--- config.mk ---
export PLATFORM = sky130hd
export DESIGN_NAME = rpu_ram
export DESIGN_NICKNAME = d
export VERILOG_FILES = /design/src/rtl/rpu_ram.sv
export SDC_FILE = /design/constraint.sdc
export NUM_CORES = 1
export LEC_CHECK = 0
export ABC_AREA = 1
export BUFFER_PORTS_ARGS = -buffer_cell sky130_fd_sc_hd__buf_2
export CAP_MARGIN = 30
export CORE_ASPECT_RATIO = 1.75
export CORE_MARGIN = 2
export CORE_UTILIZATION = 60
export CTS_CLUSTER_DIAMETER = 50
export CTS_CLUSTER_SIZE = 10
export DETAILED_ROUTE_END_ITERATION = 10
export GPL_ROUTABILITY_DRIVEN = 0
export PLACE_DENSITY = 0.78
export SYNTH_ARGS = -nofsm -noshare
export SYNTH_HDL_FRONTEND = slang
export SYNTH_SLANG_ARGS = --single-unit
--- constraint.sdc ---
create_clock -name aclk -period 3.2 [get_ports aclk]
set_clock_uncertainty 0.1 [all_clocks]
set_input_delay 0.48 -clock aclk [delete_from_list [all_inputs] [get_ports aclk]]
set_output_delay 0.48 -clock aclk [all_outputs]
set_load 0.02 [all_outputs]
--- src/rtl/rpu_ram.sv ---
// Generic single-write, single-read RAM with registered read data.
`timescale 1ns / 1ps
module rpu_ram #(
    parameter int WIDTH = 8,
    parameter int DEPTH = 16
) (
    input  logic                     aclk,
    input  logic                     we,
    input  logic [$clog2(DEPTH)-1:0] waddr,
    input  logic [WIDTH-1:0]         wdata,
    input  logic                     re,
    input  logic [$clog2(DEPTH)-1:0] raddr,
    output logic [WIDTH-1:0]         rdata
);

    logic [WIDTH-1:0] mem [DEPTH];

    always_ff @(posedge aclk) begin
        if (we) begin
            mem[waddr] <= wdata;
        end
        if (re) begin
            rdata <= mem[raddr];
        end
    end

endmodule

=== Word-level counts from Yosys, hierarchy flattened ===
Memories as Yosys holds them, arrays and structs flattened. A register that Yosys moved wholly into a read port is not among the register bits.
Index checks and enable logic that the tools add are counted.

* Register bits after elaboration: 0
* Latch bits: 0
* Memory bits (writable): 128
* ROM bits: 0
* Input port bits: 19
* Output and inout bits: 8
* Word-level logic and storage cells: 3
* Memories kept: 1

* $add $sub $neg: 0
* Multipliers: 0
* Divide/modulo/power cells: 0
* $lt $le $gt $ge: 0
* Eq/ne operators: 0
* Shifts and indexed selects: 0
* Muxes and demuxes: 2
* Bitwise logic cells: 0
* Reduce and logical (&&, ||, !) cells: 0

{| class="wikitable"
|+ Memory list
! memory !! depth !! bits a word !! read ports !! clocked after Yosys merged registers in !! wr ports !! RTL line !! RTL
|-
| mem || 16 || 8 || 1 || 1 || 1 || 16 || <nowiki>logic [WIDTH-1:0] mem [DEPTH];</nowiki>
|}

{| class="wikitable"
|+ Operator list
! operator !! number
|-
| 2-to-1 mux 1 bit || 2
|}

=== Depth between registers and ports, before layout ===
Gate-level depths: netlist of run 1.

* Depth after elaboration: 2
* Gate-level depth with buffers: 8
* Mapped depth without buffers: 7

=== Worst setup path before layout of run 1 ===
Ideal clock, no wire load.

* Kind: input to register
* Start: input port waddr[2]
* End: memory mem[10][0], enable pin
* Library setup time: 370 ps
* Arrival time: 1061 ps
* Required time: 2730 ps
* Setup slack: 1669 ps
* Stages on the path: 2
* Buffers on the path: 0
* Cells stage by stage: nand3b_1 -> nor2_1

{| class="wikitable"
|+ RTL lines
! what !! RTL line !! RTL
|-
| start, declared || 9 || <nowiki>input logic [$clog2(DEPTH)-1:0] waddr,</nowiki>
|-
| end, declared || 16 ||
|}

No word-level cell before the write port.

==> flow_metrics.tcl, run 1 <==
set metrics [dict create \
    status "finished, final reports clean" \
    drt-pass1-iter-count 5 \
    port_buffers 26 \
    grt.overflow.total 0 \
    grt_pass1_wl_um 19400 \
    num_rows 47 \
    syn_avg_cell_area_um2 10.6 \
    period_share 0.600 \
    worstPathRequired_ns 3.27 \
    r2r-start "mem[5][6]$_DFFE_PP_" \
    die_w_um 78.6 \
    crit-reg2reg-capture "rdata[6]$_DFFE_PP_" \
    grt_setup_unrepaired "no" \
    area_delta_synth_final_pct 12.2 \
    fin_nets 595 \
    start_util 0.618 \
    wl_per_cell_um 17.4 \
    ir_drop_v 0.000635 \
    netlist-cell-type-count 11 \
    clkSinkCount 136 \
    finalSetupTns_ns 0 \
    diodes 0 \
    grt_pass1_vias 3788 \
    yosysWarnings 0 \
    power_density_nw_per_um2 632 \
    worstSkewPairLatency_ns 0.42 \
    worstMarginPinSlew_ns 0.837 \
    hold_viol 0 \
    clkTransAtPathRegs_ns 0.06 \
    track_usage 0.255 \
    cap_violations 0 \
    hold_buffers 0 \
    hold_start "re" \
    relSlewSlack 0.440 \
    min_path_cells 1 \
    core_um2 9470 \
    criticalPathCategory "primary input to flip-flop" \
    ff2ff_path_depth 6 \
    drv_slew 0 \
    via_per_inst 5.40 \
    finalInstanceArea_um2 6560 \
    path_max_fanout 33 \
    r2r_slack_ns 1.85 \
    cp-start-kind "primary input" \
    ys_seq_area_frac 0.698 \
    ctsHtreeMaxLevel 4 \
    setup_viol 0 \
    ys_ff_latch 136 \
    drive_gt1_frac 0.0986 \
    vias 3833 \
    arrival_ns 1.99 \
    synth_largest_area_cell "edfxtp_1" \
    syn_inst 551 \
    multiInputGateArea_um2 1210 \
    num_io_pins 27 \
    cts_setup_buffers 0 \
    holdPathEnd "rdata[7]$_DFFE_PP_" \
    wl_um 12400 \
    die_y_um 135 \
    drcViolationCount 0 \
    cts_root_buffer "clkbuf_16" \
    hold_path_class "primary input to flip-flop" \
    cp-end-kind "flip-flop" \
    drt_iter0_markers 393 \
    syn-num-nets 570 \
    n_fill_cell 700 \
    fin_crit_ns 1.92 \
    hpwlAfterDp_um 7870 \
    grt_max_degree 40 \
    antenna_found_initial 0 \
    cts_tree "done" \
    p_leak_nw 2.82 \
    clock_path_buffers 2 \
    syn-cell-area_um2 5850 \
    synth_top_area_share 0.698 \
    cts_buffers 17 \
    ff_latch_area_um2 4080 \
    die-area_um2 10600 \
    fmax_ghz 0.521 \
    ctsResizeCount 0 \
    synth.area.top_cells "edfxtp_1, nand2_1, nand3_1, inv_1, buf_6" \
    drtAntennaViolNets 0 \
    place_area_um2 5990 \
]
==> state kept, by name, summed over array words and instances (netlist names) <==
name / flops
mem: 128
rdata: 8
==> cell usage after synthesis (all sizes together) <==
library cell / count
nand2: 173
edfxtp: 136
inv: 102
nand3: 97
buf: 24
nor2: 17
nand3b: 2
==> how the worst max path moves through the flow <==
| stage | startpoint | endpoint | slack, ns | depth (start not counted) |
|---|---|---|---|---|
| floorplan | waddr[2] | mem[10][0]$_DFFE_PP_ | 1.67 | 2 |
| global placement | raddr[0] | rdata[6]$_DFFE_PP_ | 0.94 | 7 |
| detailed placement | raddr[0] | rdata[6]$_DFFE_PP_ | 0.84 | 7 |
| CTS | raddr[0] | rdata[6]$_DFFE_PP_ | 1.28 | 7 |
| global route | raddr[0] | rdata[2]$_DFFE_PP_ | 1.18 | 7 |
| finish | raddr[0] | rdata[6]$_DFFE_PP_ | 1.28 | 7 |
==> critical path, cell delays in order <==
cell     delay, ns
buf_2         0.47
buf_4         0.45
nand2_1       0.11
nand3_1       0.09
nand3_1       0.16
nand3_1       0.14
nand2_1       0.06
==> metal layers <==
layer,up-vias,global-route usage,part of all wire
met4,0,0.110,0.030
li1,1830,-,-
met1,1814,0.286,0.36
met2,164,0.454,0.55
met3,25,0.0662,0.062
met5,-,0,0
==> report_power, final <==
group	leakage [nW]	switching, W	internal, W
logic	1.31	0.000177	0.0000626
clock network	0.274	0.000677	0.00121
registers	1.24	0.00000977	0.00201
total	2.82	0.000864	0.00328
==> cell families (layout without fill, tap and decap cells) <==
logic type	after synthesis	after routing	share of synthesized area
flip-flops	136	136	0.698
AND/OR/NAND/NOR	289	289	0.208
buffers and inverters	126	163	0.0939
==> layout make-up <==
class	count	area share
clock buffers	21	0.0671
multi-input cells	289	0.185
clock inverters	10	0.0196
repair buffers	30	0.0244
flip-flops and latches	136	0.622
inverters	102	0.0583
well taps	122	0.0233
==> cells in the final DEF (no fill, tap or decap) <==
cell	n
nand3_1	97
nand2_1	173
inv_1	100
buf_2	26
clkbuf_16	17
nor2_1	17
clkinv_1	1
buf_4	4
nand3b_1	2
edfxtp_1	136
clkbuf_1	4
clkinv_2	4
inv_2	2
clkinvlp_4	2
bufinv_16	3
==> stage by stage <==
step                      power [W]  cells  setup slack [ns]  hold slack [ns]   util
after CTS                   0.00416    710              1.28            0.305  0.693
after global routing        0.00426    710              1.18            0.307  0.693
after global placement      0.00228    679             0.939            0.595  0.633
final                       0.00414    710              1.28            0.317  0.693
after detailed placement    0.00229    679             0.843            0.621  0.633
after floorplan             0.00220    551              1.67            0.479      -
No activity file was read; power rests on OpenSTA's default activity.
==> run 2: changes to the inputs <==
CORE_UTILIZATION = 55   (was 60)
PLACE_DENSITY = 0.75   (was 0.78)
clock period = 1.5 ns   (was 3.2 ns; I/O delays follow)
==> flow_metrics.tcl, run 2 (same netlist as run 1, synthesis figures left out) <==
set metrics [dict create \
    status "finished, final reports clean" \
    largest_register_ffs 128 \
    die-area_um2 11500 \
    num_io_pins 27 \
    clock_path_buffers 2 \
    regMostFlops "mem" \
    hold_path_class "primary input to flip-flop" \
    arrival_ns 1.37 \
    cts_setup_buffers 0 \
    worstPathRequired_ns 1.57 \
    layout_commonest_cell "nand2_1" \
    crit-reg2reg-capture "rdata[0]$_DFFE_PP_" \
    r2r-start "mem[7][0]$_DFFE_PP_" \
    most-common-layout-cells "nand2_1, edfxtp_1, inv_1" \
    holdPathEnd "rdata[5]$_DFFE_PP_" \
    criticalPathCategory "flip-flop to flip-flop" \
    worstSkewPairLatency_ns 0.42 \
    hold_start "re" \
    period_share 0.863 \
    power_density_nw_per_um2 1290 \
    drcViolationCount 0 \
    cp-start-kind "flip-flop" \
    final_cell_count_no_fill 736 \
    diodes 0 \
    cp-end-kind "flip-flop" \
    reg_top3 "mem x128, rdata x8" \
    via_per_inst 5.38 \
    drive_gt1_frac 0.131 \
    hold_buffers 0 \
    ctsHtreeMaxLevel 4 \
    die_w_um 81.9 \
    fmax_ghz 0.772 \
    wl_um 13100 \
    ir_drop_v 0.00127 \
    fin_nets 615 \
    drtAntennaViolNets 0 \
    dp.cells 704 \
    drt_iter0_markers 527 \
    p_leak_nw 2.94 \
    drt-pass1-iter-count 5 \
    cts_tree "done" \
    vias 3956 \
    setup_viol 0 \
    grt_pass1_vias 3967 \
    min_path_cells 1 \
    hold_viol 0 \
    num_rows 49 \
    grt.overflow.total 0 \
    start_util 0.568 \
    grt_max_degree 55 \
    clkTransAtPathRegs_ns 0.06 \
    finalWorstSetupSlack_ns 0.205 \
    fin_crit_ns 1.29 \
    drv_slew 0 \
    worstMarginPinSlew_ns 0.595 \
    ff2ff_path_depth 6 \
    port_buffers 26 \
    power.total_w 0.00874 \
    core_um2 10300 \
    ctsResizeCount 0 \
    grt_pass1_wl_um 20400 \
    cts_root_buffer "clkbuf_16" \
    preCtsSetupSlack_ns -0.0942 \
    cts_buffers 17 \
    area_delta_synth_final_pct 15.9 \
    antenna_found_initial 0 \
    path_max_fanout 1 \
    relSlewSlack 0.602 \
    hpwlAfterDp_um 8580 \
    r2r_slack_ns 0.21 \
    die_y_um 140 \
    clkSinkCount 136 \
    hold_ws_ns 0.0687 \
    track_usage 0.253 \
    grt_setup_unrepaired "no" \
    cap_violations 0 \
    wl_per_cell_um 17.8 \
]
run 2: worst max path at each step:
stage	start	end
after detailed placement	raddr[1]	rdata[2]$_DFFE_PP_
final	mem[7][0]$_DFFE_PP_	rdata[0]$_DFFE_PP_
after floorplan	waddr[2]	mem[10][0]$_DFFE_PP_
after global routing	mem[7][0]$_DFFE_PP_	rdata[0]$_DFFE_PP_
after global placement	raddr[1]	rdata[2]$_DFFE_PP_
after CTS	mem[7][0]$_DFFE_PP_	rdata[0]$_DFFE_PP_
run 2: critical path, cell delays in order, from the launching register on:
cell and delay, ns:
edfxtp_1 0.35, inv_1 0.06, nand2_1 0.06, nand3_1 0.09
nand3_1 0.15, nand3_1 0.17, nand2_1 0.07
run 2: power breakdown:
group          total, W  switching (W)  internal (W)
Combinational  0.000555       0.000387      0.000168
Clock           0.00388        0.00147       0.00241
Sequential      0.00431      0.0000224       0.00428
run 2: per-stage QoR:
| step | cell area [µm²] | setup TNS, ns | util |
|---|---|---|---|
| after CTS | 6780 | 0 | 0.658 |
| after global placement | 6210 | -0.215 | 0.603 |
| final | 6780 | 0 | 0.658 |
| after detailed placement | 6210 | -0.272 | 0.603 |
| after global routing | 6780 | 0 | 0.658 |
| after floorplan | 5850 | 0 | - |
run 2: per-layer routing:
metal  wire length, µm  track usage  vias up
met5                 0            0        -
met4               535        0.135        0
met3               736       0.0593       41
met2              7190        0.430      170
met1              4640        0.286     1876
li1                  -            -     1869
run 2: final cells by class:
| class | instances | area (µm²) |
|---|---|---|
| clock inverters | 14 | 134 |
| fillers | 756 | 3520 |
| flip-flops and latches | 136 | 4080 |
| multi-input cells | 289 | 1210 |
| repair buffers | 50 | 373 |
| inverters | 102 | 383 |
| clock buffers | 18 | 429 |
| well taps | 127 | 159 |
